**config.mk**
```make
export PLATFORM = sky130hd
export DESIGN_NAME = mono_midi_to_cv_converter_top
export DESIGN_NICKNAME = d
export VERILOG_FILES = /design/src/mmc_pkg.sv /design/src/mmc_pitch.sv /design/src/mmc_voice.sv /design/src/mono_midi_to_cv_converter_top.sv
export VERILOG_INCLUDE_DIRS = /design/src /design/src/src
export SDC_FILE = /design/constraint.sdc
export NUM_CORES = 1
export LEC_CHECK = 0
export BUFFER_PORTS_ARGS = -buffer_cell sky130_fd_sc_hd__buf_2
export CORE_MARGIN = 3
export CORE_UTILIZATION = 50
export CTS_CLUSTER_SIZE = 10
export DETAILED_ROUTE_END_ITERATION = 16
export GPL_TIMING_DRIVEN = 0
export PLACE_DENSITY = 0.71
export RECOVER_POWER = 50
export SYNTH_ARGS = -nofsm -noshare
export SYNTH_HDL_FRONTEND = slang
export SYNTH_SLANG_ARGS = --single-unit
```
**constraint.sdc**
```tcl
create_clock -name i_clk -period 5.27 [get_ports i_clk]
set_clock_uncertainty 0.05 [all_clocks]
set_input_delay 0.2635 -clock i_clk [delete_from_list [all_inputs] [get_ports i_clk]]
set_output_delay 0.2635 -clock i_clk [all_outputs]
set_load 0.1 [all_outputs]
```
**src/mono_midi_to_cv_converter_top_macros.svh**
```systemverilog
// Assertion macros shared by the converter's modules.
// Each macro checks an implication on the rising clock edge and is quiet in reset.
`ifndef MONO_MIDI_TO_CV_CONVERTER_TOP_MACROS_SVH
`define MONO_MIDI_TO_CV_CONVERTER_TOP_MACROS_SVH

`ifndef SYNTH
// Consequent must hold in the same cycle as the antecedent
`define MMC_ASSERT_SAME(label, clk, rst_n, ante, cons, msg) \
    label: assert property (@(posedge clk) disable iff (!rst_n) (ante) |-> (cons)) \
        else $error(msg);
// Consequent must hold in the cycle after the antecedent
`define MMC_ASSERT_NEXT(label, clk, rst_n, ante, cons, msg) \
    label: assert property (@(posedge clk) disable iff (!rst_n) (ante) |=> (cons)) \
        else $error(msg);
`else
`define MMC_ASSERT_SAME(label, clk, rst_n, ante, cons, msg)
`define MMC_ASSERT_NEXT(label, clk, rst_n, ante, cons, msg)
`endif

`endif

```
**src/mmc_pkg.sv**
```systemverilog
package mmc_pkg;

    // MIDI status nibbles
    localparam logic [3:0] NIB_NOTE_OFF = 4'h8;
    localparam logic [3:0] NIB_NOTE_ON  = 4'h9;
    localparam logic [3:0] NIB_CTRL     = 4'hB;

    // Controller number for all notes off
    localparam logic [6:0] CC_ALL_NOTES_OFF = 7'h7B;

    // Accepted MIDI message lengths
    localparam logic [2:0] MSG_LEN_SHORT = 3'd2;
    localparam logic [2:0] MSG_LEN_LONG  = 3'd3;

    // Request kinds
    localparam logic REQ_MIDI = 1'b0;
    localparam logic REQ_TICK = 1'b1;

    // Configuration register indexes
    localparam logic [1:0] REG_OCTAVE    = 2'd0;
    localparam logic [1:0] REG_SEMITONE  = 2'd1;
    localparam logic [1:0] REG_CENT      = 2'd2;
    localparam logic [1:0] REG_RETRIGGER = 2'd3;

    // Pitch scaling
    localparam logic signed [15:0] CENTS_PER_SEMI = 16'sd100;

    // One decoded request for the voice state
    typedef struct packed {
        logic note_on;
        logic note_off;
        logic clear;
        logic tick;
    } t_cmd;

    // Voice outputs seen by a tick
    typedef struct packed {
        logic [6:0] note;
        logic [6:0] velocity;
        logic       gate;
    } t_voice_status;

endpackage

```
**src/mmc_pitch.sv**
```systemverilog
module mmc_pitch
    import mmc_pkg::*;
(
    input  logic signed [2:0]  i_octave,
    input  logic signed [4:0]  i_semitone,
    input  logic signed [7:0]  i_cent,
    input  logic        [6:0]  i_note,
    output logic signed [15:0] o_pitch_cents
);

    logic signed [8:0]  w_oct_ext;
    logic signed [8:0]  w_oct_semis;
    logic signed [8:0]  w_semis;
    logic signed [15:0] w_semis_ext;
    logic signed [15:0] w_semi_cents;

    // Sum semitones: twelve per octave (8x + 4x), then offset and note
    assign w_oct_ext   = {{6{i_octave[2]}}, i_octave};
    assign w_oct_semis = (w_oct_ext <<< 3) + (w_oct_ext <<< 2);
    assign w_semis     = w_oct_semis + {{4{i_semitone[4]}}, i_semitone} + {2'b00, i_note};

    // Scale to cents and add the fine offset
    assign w_semis_ext   = {{7{w_semis[8]}}, w_semis};
    assign w_semi_cents  = w_semis_ext * CENTS_PER_SEMI;
    assign o_pitch_cents = w_semi_cents + {{8{i_cent[7]}}, i_cent};

endmodule

```
**src/mmc_voice.sv**
```systemverilog
`include "mono_midi_to_cv_converter_top_macros.svh"

module mmc_voice
    import mmc_pkg::*;
#(
    parameter int SLOT_COUNT = 8
)
(
    input  logic          i_clk,
    input  logic          i_rst_n,
    input  t_cmd          i_cmd,
    input  logic [6:0]    i_note,
    input  logic [6:0]    i_velocity,
    input  logic          i_retrig_en,
    output t_voice_status o_status
);

    logic [SLOT_COUNT-1:0] r_valid;
    logic [SLOT_COUNT-1:0] n_valid;
    logic [6:0]            r_slot_note [SLOT_COUNT];
    logic [SLOT_COUNT-1:0] n_slot_we;
    logic [6:0]            r_cur_note;
    logic [6:0]            n_cur_note;
    logic [6:0]            r_cur_vel;
    logic [6:0]            n_cur_vel;
    logic                  r_pending;
    logic                  n_pending;
    logic                  w_any;
    logic                  w_found;

    assign w_any = |r_valid;

    // Work out the next voice state for the request in flight
    always_comb begin
        n_valid    = r_valid;
        n_slot_we  = '0;
        n_cur_note = r_cur_note;
        n_cur_vel  = r_cur_vel;
        n_pending  = r_pending;
        w_found    = 1'b0;
        if (i_cmd.note_on) begin
            // take the lowest free slot; if none is free the note gets no slot but still becomes current
            for (int i = 0; i < SLOT_COUNT; i++) begin
                if (!r_valid[i] && !w_found) begin
                    n_valid[i]   = 1'b1;
                    n_slot_we[i] = 1'b1;
                    w_found      = 1'b1;
                end
            end
            n_cur_note = i_note;
            n_cur_vel  = i_velocity;
            n_pending  = 1'b1;
        end else if (i_cmd.note_off) begin
            // free every matching slot, then fall back to the note in the highest occupied slot
            for (int i = 0; i < SLOT_COUNT; i++) begin
                if (r_valid[i] && r_slot_note[i] == i_note) begin
                    n_valid[i] = 1'b0;
                end
            end
            for (int i = 0; i < SLOT_COUNT; i++) begin
                if (n_valid[i]) begin
                    n_cur_note = r_slot_note[i];
                end
            end
        end else if (i_cmd.clear) begin
            n_valid    = '0;
            n_cur_note = '0;
            n_cur_vel  = '0;
            n_pending  = 1'b0;
        end else if (i_cmd.tick) begin
            if (!w_any) begin
                n_cur_vel = '0;
            end
            if (i_retrig_en && r_pending) begin
                n_pending = 1'b0;
            end
        end
    end

    // Hold control state
    always_ff @(posedge i_clk) begin
        if (!i_rst_n) begin
            r_valid    <= '0;
            r_cur_note <= '0;
            r_cur_vel  <= '0;
            r_pending  <= 1'b0;
        end else begin
            r_valid    <= n_valid;
            r_cur_note <= n_cur_note;
            r_cur_vel  <= n_cur_vel;
            r_pending  <= n_pending;
        end
    end

    // Store notes in their slots
    always_ff @(posedge i_clk) begin
        for (int i = 0; i < SLOT_COUNT; i++) begin
            if (n_slot_we[i]) begin
                r_slot_note[i] <= i_note;
            end
        end
    end

    // Present what a tick reports
    assign o_status.note     = r_cur_note;
    assign o_status.velocity = w_any ? r_cur_vel : 7'd0;
    assign o_status.gate     = w_any && !(i_retrig_en && r_pending);

    `MMC_ASSERT_NEXT(a_clear_empties, i_clk, i_rst_n, i_cmd.clear, r_valid == '0, "all notes off left a slot occupied")
    `MMC_ASSERT_NEXT(a_note_on_fills, i_clk, i_rst_n, i_cmd.note_on && !(&r_valid), $countones(r_valid) == $past($countones(r_valid)) + 1, "note-on did not take exactly one slot")

endmodule

```
**src/mono_midi_to_cv_converter_top.sv**
```systemverilog
// A tick request goes through the input register, then the result register.
// Throughput: one request per cycle while o_stall is low; MIDI requests give no result.
// MIDI requests never wait in the input register; a tick waits there only while the
// result register is full and stalled. Reset (i_rst_n low, synchronous): all slots empty,
// note, velocity, retrigger and offsets cleared, both pipeline registers empty.
`include "mono_midi_to_cv_converter_top_macros.svh"

module mono_midi_to_cv_converter_top
    import mmc_pkg::*;
#(
    parameter int SLOT_COUNT = 8
)
(
    input  logic               i_clk,
    input  logic               i_rst_n,
    // configuration
    input  logic               i_cfg_we,
    input  logic [1:0]         i_cfg_index,
    input  logic [7:0]         i_cfg_data,
    // request channel
    input  logic               i_valid,
    output logic               o_stall,
    input  logic               i_req_type,
    input  logic [2:0]         i_msg_length,
    input  logic [7:0]         i_status_byte,
    input  logic [6:0]         i_data_one,
    input  logic [6:0]         i_data_two,
    // result channel
    output logic               o_valid,
    input  logic               i_stall,
    output logic signed [15:0] o_pitch_cents,
    output logic [6:0]         o_velocity_level,
    output logic               o_gate
);

    logic signed [2:0]  r_octave;
    logic signed [4:0]  r_semitone;
    logic signed [7:0]  r_cent;
    logic               r_retrig_en;

    logic               r_in_valid;
    logic               n_in_valid;
    logic               r_req_type;
    logic [2:0]         r_msg_length;
    logic [7:0]         r_status_byte;
    logic [6:0]         r_data_one;
    logic [6:0]         r_data_two;

    logic               r_out_valid;
    logic               n_out_valid;
    logic signed [15:0] r_pitch_cents;
    logic [6:0]         r_velocity_level;
    logic               r_gate;

    logic               w_accept;
    logic               w_advance;
    logic               w_len_ok;
    logic [3:0]         w_nibble;
    t_cmd               w_cmd;
    t_voice_status      w_status;
    logic signed [15:0] w_pitch;

    // Write configuration registers
    always_ff @(posedge i_clk) begin
        if (!i_rst_n) begin
            r_octave    <= '0;
            r_semitone  <= '0;
            r_cent      <= '0;
            r_retrig_en <= 1'b0;
        end else if (i_cfg_we) begin
            case (i_cfg_index)
                REG_OCTAVE:    r_octave    <= i_cfg_data[2:0];
                REG_SEMITONE:  r_semitone  <= i_cfg_data[4:0];
                REG_CENT:      r_cent      <= i_cfg_data;
                REG_RETRIGGER: r_retrig_en <= i_cfg_data[0];
                default: ;
            endcase
        end
    end

    // Advance the input stage: MIDI always, a tick when the result register frees up
    assign w_advance = r_in_valid && (r_req_type == REQ_MIDI || !r_out_valid || !i_stall);
    assign o_stall   = r_in_valid && !w_advance;
    assign w_accept  = i_valid && !o_stall;

    always_comb begin
        n_in_valid = r_in_valid;
        if (w_accept) begin
            n_in_valid = 1'b1;
        end else if (w_advance) begin
            n_in_valid = 1'b0;
        end
    end

    // Capture the request
    always_ff @(posedge i_clk) begin
        if (!i_rst_n) begin
            r_in_valid <= 1'b0;
        end else begin
            r_in_valid <= n_in_valid;
        end
    end

    always_ff @(posedge i_clk) begin
        if (w_accept) begin
            r_req_type    <= i_req_type;
            r_msg_length  <= i_msg_length;
            r_status_byte <= i_status_byte;
            r_data_one    <= i_data_one;
            r_data_two    <= i_data_two;
        end
    end

    // Decode the request into a voice command
    assign w_nibble = r_status_byte[7:4];
    assign w_len_ok = (r_msg_length == MSG_LEN_SHORT) || (r_msg_length == MSG_LEN_LONG);

    always_comb begin
        w_cmd = '0;
        if (w_advance) begin
            if (r_req_type == REQ_TICK) begin
                w_cmd.tick = 1'b1;
            end else if (w_len_ok) begin
                case (w_nibble)
                    NIB_NOTE_ON:  w_cmd.note_on  = 1'b1;
                    NIB_NOTE_OFF: w_cmd.note_off = 1'b1;
                    NIB_CTRL:     w_cmd.clear    = (r_data_one == CC_ALL_NOTES_OFF);
                    default: ;
                endcase
            end
        end
    end

    mmc_voice #(
        .SLOT_COUNT (SLOT_COUNT)
    ) u_voice (
        .i_clk       (i_clk),
        .i_rst_n     (i_rst_n),
        .i_cmd       (w_cmd),
        .i_note      (r_data_one),
        .i_velocity  (r_data_two),
        .i_retrig_en (r_retrig_en),
        .o_status    (w_status)
    );

    mmc_pitch u_pitch (
        .i_octave      (r_octave),
        .i_semitone    (r_semitone),
        .i_cent        (r_cent),
        .i_note        (w_status.note),
        .o_pitch_cents (w_pitch)
    );

    // Load the result register on a tick, drop it once taken
    always_comb begin
        n_out_valid = r_out_valid;
        if (w_cmd.tick) begin
            n_out_valid = 1'b1;
        end else if (r_out_valid && !i_stall) begin
            n_out_valid = 1'b0;
        end
    end

    always_ff @(posedge i_clk) begin
        if (!i_rst_n) begin
            r_out_valid <= 1'b0;
        end else begin
            r_out_valid <= n_out_valid;
        end
    end

    always_ff @(posedge i_clk) begin
        if (w_cmd.tick) begin
            r_pitch_cents    <= w_pitch;
            r_velocity_level <= w_status.velocity;
            r_gate           <= w_status.gate;
        end
    end

    assign o_valid          = r_out_valid;
    assign o_pitch_cents    = r_pitch_cents;
    assign o_velocity_level = r_velocity_level;
    assign o_gate           = r_gate;

    `MMC_ASSERT_SAME(a_midi_never_waits, i_clk, i_rst_n, r_in_valid && r_req_type == REQ_MIDI, !o_stall, "MIDI request held in the input stage")
    `MMC_ASSERT_SAME(a_stall_cause, i_clk, i_rst_n, o_stall, r_out_valid && i_stall && r_req_type == REQ_TICK, "input stalled without a blocked result")
    `MMC_ASSERT_NEXT(a_result_from_tick, i_clk, i_rst_n, !r_out_valid && !w_cmd.tick, !r_out_valid, "result appeared without a tick")

endmodule
```
==> Yosys cells after proc, flatten, opt, wreduce, memory -nomap -nowiden <==
Memory sizes are Yosys's and may differ from the RTL's.
Index checks and enable logic that the tools add are counted.
{ "totals": {"reg_bits": 92, "ramBits": 56, "input_bits": 41, "output_inout_bits": 26, "word_cells": 254, "mem_count": 1} }
{ "classes": {"addsub": 4, "mul": 1, "eq_ne": 26, "mux": 125, "bitwise_logic": 1, "reduce_logical": 71} }
{ "mem_list": {"columns": ["name", "words", "word_bits", "rd", "rd_ports_with_merged_regs", "wr", "line", "text"], "rows": [
  ["u_voice.r_slot_note", 8, 7, 8, 0, 1, "mmc_voice.sv:20", "logic [6:0] r_slot_note [SLOT_COUNT];"]
]} }
{ "op_table": {"columns": ["op", "n"], "rows": [
  ["7-bit 2-to-1 mux", 23],
  ["1-bit 2-to-1 mux", 88],
  ["7-bit equality test", 8],
  ["7-bit OR reduction", 7],
  ["8-bit 2-to-1 mux", 4],
  ["3-bit 2-to-1 mux", 9],
  ["2-bit AND reduction", 13],
  ["1-bit logical AND", 21],
  ["1-bit logical NOT", 19],
  ["16-bit adder", 1],
  ["9-bit by 6-bit multiplier with 14-bit output, second input constant", 1],
  ["2-bit inequality test, second input constant", 7],
  ["4-bit equality test, second input constant", 3],
  ["10-bit by 9-bit inequality test with 1-bit output, second input constant", 1],
  ["9-bit by 7-bit adder with 9-bit output", 1],
  ["9-bit adder", 1],
  ["3-bit nonzero test", 3],
  ["8-bit OR reduction", 1],
  ["6-bit by 5-bit adder with 7-bit output", 1],
  ["7-bit equality test, second input constant", 1],
  ["3-bit by 2-bit equality test with 1-bit output, second input constant", 2],
  ["2-bit equality test, second input constant", 2],
  ["4-bit 2-to-1 mux", 1],
  ["2-bit nonzero test", 2],
  ["6 further kinds", 8]
]} }

==> Depth between registers and ports, before layout <==
{ "depth": {"ltp_word": 44, "depth_mapped": 25, "depth_no_buf": 25} }

==> By module <==
Synthesis repeated with hierarchy kept, for this count alone.
{ "unflattened": {"hier_cells": 716, "hier_area_um2": 8325.5} }
{ "modules_own_cells": {"columns": ["mod", "n_inst", "cells_per_inst", "area_per_inst_um2", "seq_area_each_um2"], "rows": [
  ["mmc_voice", 1, 394, 4360.4, 2142.1],
  ["mono_midi_to_cv_converter_top", 1, 120, 2167.1, 1731.7],
  ["mmc_pitch", 1, 202, 1798.0, 0.0]
]} }

==> Worst setup path after synthesis <==
No wires, ideal clock.
{ "synth_path": {"kind": "register -> register", "start": "register r_octave[1]", "end": "register r_pitch_cents[15] (netlist: o_pitch_cents[15]) (data pin)", "setup_ps": 261, "arrival_time_ps": 5306, "required_ps": 4959, "path_slack_ps": -348, "path_stages_with_launch": 20, "n_path_buf": 0, "period_less_slack_ps": 5618, "path_cell_list": "dfxtp_1 -> ha_1 -> fa_1 -> fa_1 -> ha_1 -> nand2_1 -> o21ai_0 -> o41ai_1 -> xor2_1 -> fa_1 -> ha_1 -> ha_1 -> inv_1 -> o21ai_0 -> a21oi_1 -> xnor2_1 -> ha_1 -> o41ai_1 -> o21ai_0 -> xnor2_1"} }
{ "synth_between": {"elab_chain_len": 5} }
{ "synth_lines": {"columns": ["element", "line", "text"], "rows": [
  ["from (decl)", "mono_midi_to_cv_converter_top.sv:36", "logic signed [2:0] r_octave;"],
  ["from (signal assigned)", "mono_midi_to_cv_converter_top.sv:72", "REG_OCTAVE: r_octave <= i_cfg_data[2:0];"],
  ["6-bit by 5-bit adder with 7-bit output", "mmc_pitch.sv:19", "assign w_oct_semis = (w_oct_ext <<< 3) + (w_oct_ext <<< 2);"],
  ["9-bit adder", "mmc_pitch.sv:20", "assign w_semis = w_oct_semis + {{4{i_semitone[4]}}, i_semitone} + {2'b00, i_note};"],
  ["9-bit by 7-bit adder with 9-bit output", "mmc_pitch.sv:20", null],
  ["9-bit by 6-bit multiplier with 14-bit output", "mmc_pitch.sv:24", "assign w_semi_cents = w_semis_ext * CENTS_PER_SEMI;"],
  ["16-bit adder", "mmc_pitch.sv:25", "assign o_pitch_cents = w_semi_cents + {{8{i_cent[7]}}, i_cent};"],
  ["named net u_pitch.o_pitch_cents[15]", "mmc_pitch.sv:8", "output logic signed [15:0] o_pitch_cents"],
  ["to (signal assigned)", "mono_midi_to_cv_converter_top.sv:174", "r_pitch_cents <= w_pitch;"],
  ["to (decl)", "mono_midi_to_cv_converter_top.sv:51", "logic signed [15:0] r_pitch_cents;"]
]} }
The timed path passes the listed nets, and every way through them passes these cells.
A chain may end at the register's enable or synchronous reset.

==> Worst setup path in the final report <==
{ "layout_path": {"start": "register r_octave[0]", "end": "register r_pitch_cents[14] (netlist: o_pitch_cents[14]) (data pin)"} }
Same word-level chain as after synthesis.

==> run metrics <==
run status finished, violations left; failing checks setup timing; Startpoint Class flop; VDD IR max about 250 µV; via count approximately 5700; CP Class flop to flop; Slew Viols, Final 0; Yosys top cell by area edfxtp_1; Final min period between 5 and 6 ns; final setup fails 1; Synth Register Bits 143; clock buffer depth 2; Hold Crit Class input pin to flop; Design Power approximately 2.8 mW; P&R area growth vs syn 22.5%; gr usage total 0.214; Die Height approximately 130 µm; Syn Nets 782; DPL Wire Length roughly 13 mm; synthesized area per cell 11.7 µm²; # rows 45; Ports 67; sequential area share after synthesis 0.491; chip width between 100 and 150 µm; CP top delay family adder cells; ys flop type edfxtp_1; endpoint class of the critical path flop; final critical-path share of the clock period 1.01; CP most frequent cell ha_1; RSZ-0062 raised after global routing true; DR pass1 iterations 5; CTS tree built; power density over cell area 287 nW/µm²; Slew headroom 0.100; CP required ~5.4 ns; Vias per Instance between 5 and 6; core box area roughly 15000 µm²; CP arrival approximately 5.4 ns; largest net degree at the start of global routing 26; max cap viols 0; gpl congestion ~0.9; Synth top area share 0.385; fraction of layout cells with a size suffix above 1 0.198; CP max stage delay 0.55 ns; Routed WL 18.5 mm; Post-route DRC 0; vias in the first global route 5889; crit-path max FO 3; final hold vios 0; initial antenna violation count 0; initial core utilization 0.515; clk slew on worst S/H paths 0.06 ns; clk root buf clkbuf_16; Placed Area between 8000 and 9000 µm²; Mapped Cells 675; Layout fillers 1229; nets about 900; number of library cell types mapped by synthesis 68; Post-DRT Antenna Nets 0; routed len/inst roughly 18 µm; DRT iter0 DRCs 395; mapped cell area 7880 µm²; setup tns final -0.0461 ns; Die Area roughly 17000 µm²; TritonCTS Sinks ~140; # port buffers 60; worst path cell trace ha_4, fa_1, fa_1, ha_4, nand2_1, o21ai_2, nor2_2, xnor2_2, buf_4, xor2_1, ha_1, ha_1, a21o_1, a21oi_2, buf_4, xnor2_1, ha_1, and2_1, o21ai_0, o21ai_2, o41ai_2, xnor2_1; yosys warns 0; Least-Margin Pin Slew ~1.3 ns; crit path max-delay cell type fa_1; Design Area, Final between 9000 and 10000 µm²; first-pass GRT wire length about 30 mm; EDFF count, synth 101; async set-reset flop share out of synthesis 0; Synth area leaders edfxtp_1, dfxtp_1, ha_1, xnor2_1, fa_1; number of H-tree levels 4; CP bufs+invs 2; GR Overflow Total 0; TritonCTS Buffers 17; ant diodes 0; clock insertion delay at the later pin of the skew report just over 0.4 ns; leakage power ~3.8 nW; fmax between 0.15 and 0.2 GHz; fin worst setup slack -0.0461 ns
==> what timing repair did <==
item / CTS / global route
endpoints found under the hold margin: 21 / 0
hold buffers: 21 / 0
pin swaps: 31 / 15
setup endpoints to repair: 4 / 4
cloned: 0 / 0
gates resized for setup: 41 / 14
setup buffers: 11 / 4
==> cell families (layout without fill, tap and decap cells) <==
kind of cell | Yosys count | in the layout | synth area share
buffers and inverters | 53 | 182 | 0.0378
AO/OA/AOI/OAI | 145 | 145 | 0.132
adder cells (fa/ha/maj) | 66 | 66 | 0.118
flip-flops | 143 | 143 | 0.491
XOR/XNOR | 86 | 86 | 0.0956
multiplexers | 21 | 21 | 0.0267
AND/OR/NAND/NOR | 161 | 161 | 0.0989
==> layout make-up <==
type                            count  area [µm²]  area share
Multi-Input combinational cell    479        4060       0.421
Clock buffer                       22         464      0.0481
Sequential cell                   143        3880       0.402
Buffer                             23         185      0.0192
Timing Repair Buffer               97         609      0.0631
Tap cell                          211         264      0.0273
Clock inverter                     10        77.6     0.00804
Inverter                           30         113      0.0117
==> placed cells by master, fill, tap and decap left out, drive strengths merged, types with 6 or more instances in the layout <==
| cell type | netlist | layout |
|---|---|---|
| edfxtp | 101 | 101 |
| buf | 12 | 62 |
| nor2 | 61 | 61 |
| clkbuf | 11 | 59 |
| xnor2 | 56 | 56 |
| ha | 52 | 52 |
| dfxtp | 42 | 42 |
| a21oi | 36 | 36 |
| inv | 28 | 33 |
| nand2 | 31 | 31 |
| xor2 | 30 | 30 |
| o21ai | 30 | 30 |
| mux2i | 21 | 21 |
| dlygate4sd3 | 0 | 21 |
| fa | 14 | 14 |
| a22oi | 13 | 13 |
| nor3 | 12 | 12 |
| a221oi | 10 | 10 |
| nand3 | 10 | 10 |
| nand4 | 9 | 9 |
| a21o | 9 | 9 |
| and2 | 9 | 9 |
| o41ai | 7 | 7 |
| o221ai | 6 | 6 |
==> cells in the mapped netlist (all sizes together) (2+ instances only) <==
| library cell | number |
|---|---|
| a221o | 2 |
| dfxtp | 42 |
| a21oi | 36 |
| nand2b | 3 |
| nand4 | 9 |
| fa | 14 |
| or2 | 3 |
| edfxtp | 101 |
| nand3 | 10 |
| o221a | 2 |
| clkinv | 2 |
| nor3b | 2 |
| clkbuf | 11 |
| o221ai | 6 |
| nor4 | 5 |
| nor3 | 12 |
| xnor2 | 56 |
| nand2 | 31 |
| or3 | 2 |
| a211o | 5 |
| o21a | 4 |
| buf | 12 |
| o41a | 4 |
| xor2 | 30 |
| o211ai | 3 |
| ha | 52 |
| a22oi | 13 |
| nand3b | 3 |
| and3 | 2 |
| and2 | 9 |
| inv | 28 |
| a31oi | 3 |
| a211oi | 2 |
| o41ai | 7 |
| o21bai | 2 |
| mux2i | 21 |
| a21o | 9 |
| a221oi | 10 |
| o21ai | 30 |
| nor2b | 5 |
| nor2 | 61 |
| a21boi | 2 |
==> sequential cells by signal (all words and copies together), names as in the netlist, 2 cells and up <==
signal and flops:
u_voice.r_slot_note 56, o_pitch_cents 16, r_cent 8, u_voice.r_valid 8, o_velocity_level 7, r_data_one 7
r_data_two 7, u_voice.r_cur_note 7, u_voice.r_cur_vel 7, r_semitone 5, r_status_byte 4, r_octave 3
r_msg_length 2
==> routing by layer <==
layer,GRT usage,share of wire,vias to the layer above
met3,0.0433,0.036,24
met4,0.0706,0.016,0
met5,0,0,-
li1,-,-,2714
met2,0.385,0.53,146
met1,0.256,0.42,2783
==> tightest hold or removal path: stages <==
cell and delay (ns):
buf_2 0.07, mux2i_1 0.05, nor2_1 0.07
==> stage by stage <==
step	worst slack (ns)	hold slack (ns)	util	instances
3_3_place_gp	-0.349	0.366	0.557	946
2_1_floorplan	-0.00812	0.312	-	675
6_report	-0.0461	0.0341	0.630	1015
4_1_cts	-0.0366	0.0152	0.626	1011
5_1_grt	-0.254	0.0364	0.630	1015
3_5_place_dp	-0.506	0.376	0.558	947
==> power by group <==
| group | total, mW | internal, mW | switching (mW) |
|---|---|---|---|
| sequential | 1.25 | 1.23 | 0.0182 |
| clock | 1.09 | 0.633 | 0.458 |
| combinational | 0.431 | 0.184 | 0.247 |
==> path summary, 6_finish.rpt <==
check / startpoint / endpoint / slack (ns) / cells after the start
max: r_octave[0]$_SDFFE_PN0P_ / o_pitch_cents[14]$_DFFE_PP_ / -0.05 / 22
min: i_cfg_data[7] / r_cent[7]$_SDFFE_PN0P_ / 0.03 / 3
max reg2reg: r_octave[0]$_SDFFE_PN0P_ / o_pitch_cents[14]$_DFFE_PP_ / -0.05 / 22
min reg2reg: r_cent[1]$_SDFFE_PN0P_ / o_pitch_cents[1]$_DFFE_PP_ / 0.39 / 0
(Power assumes the default switching activity.)
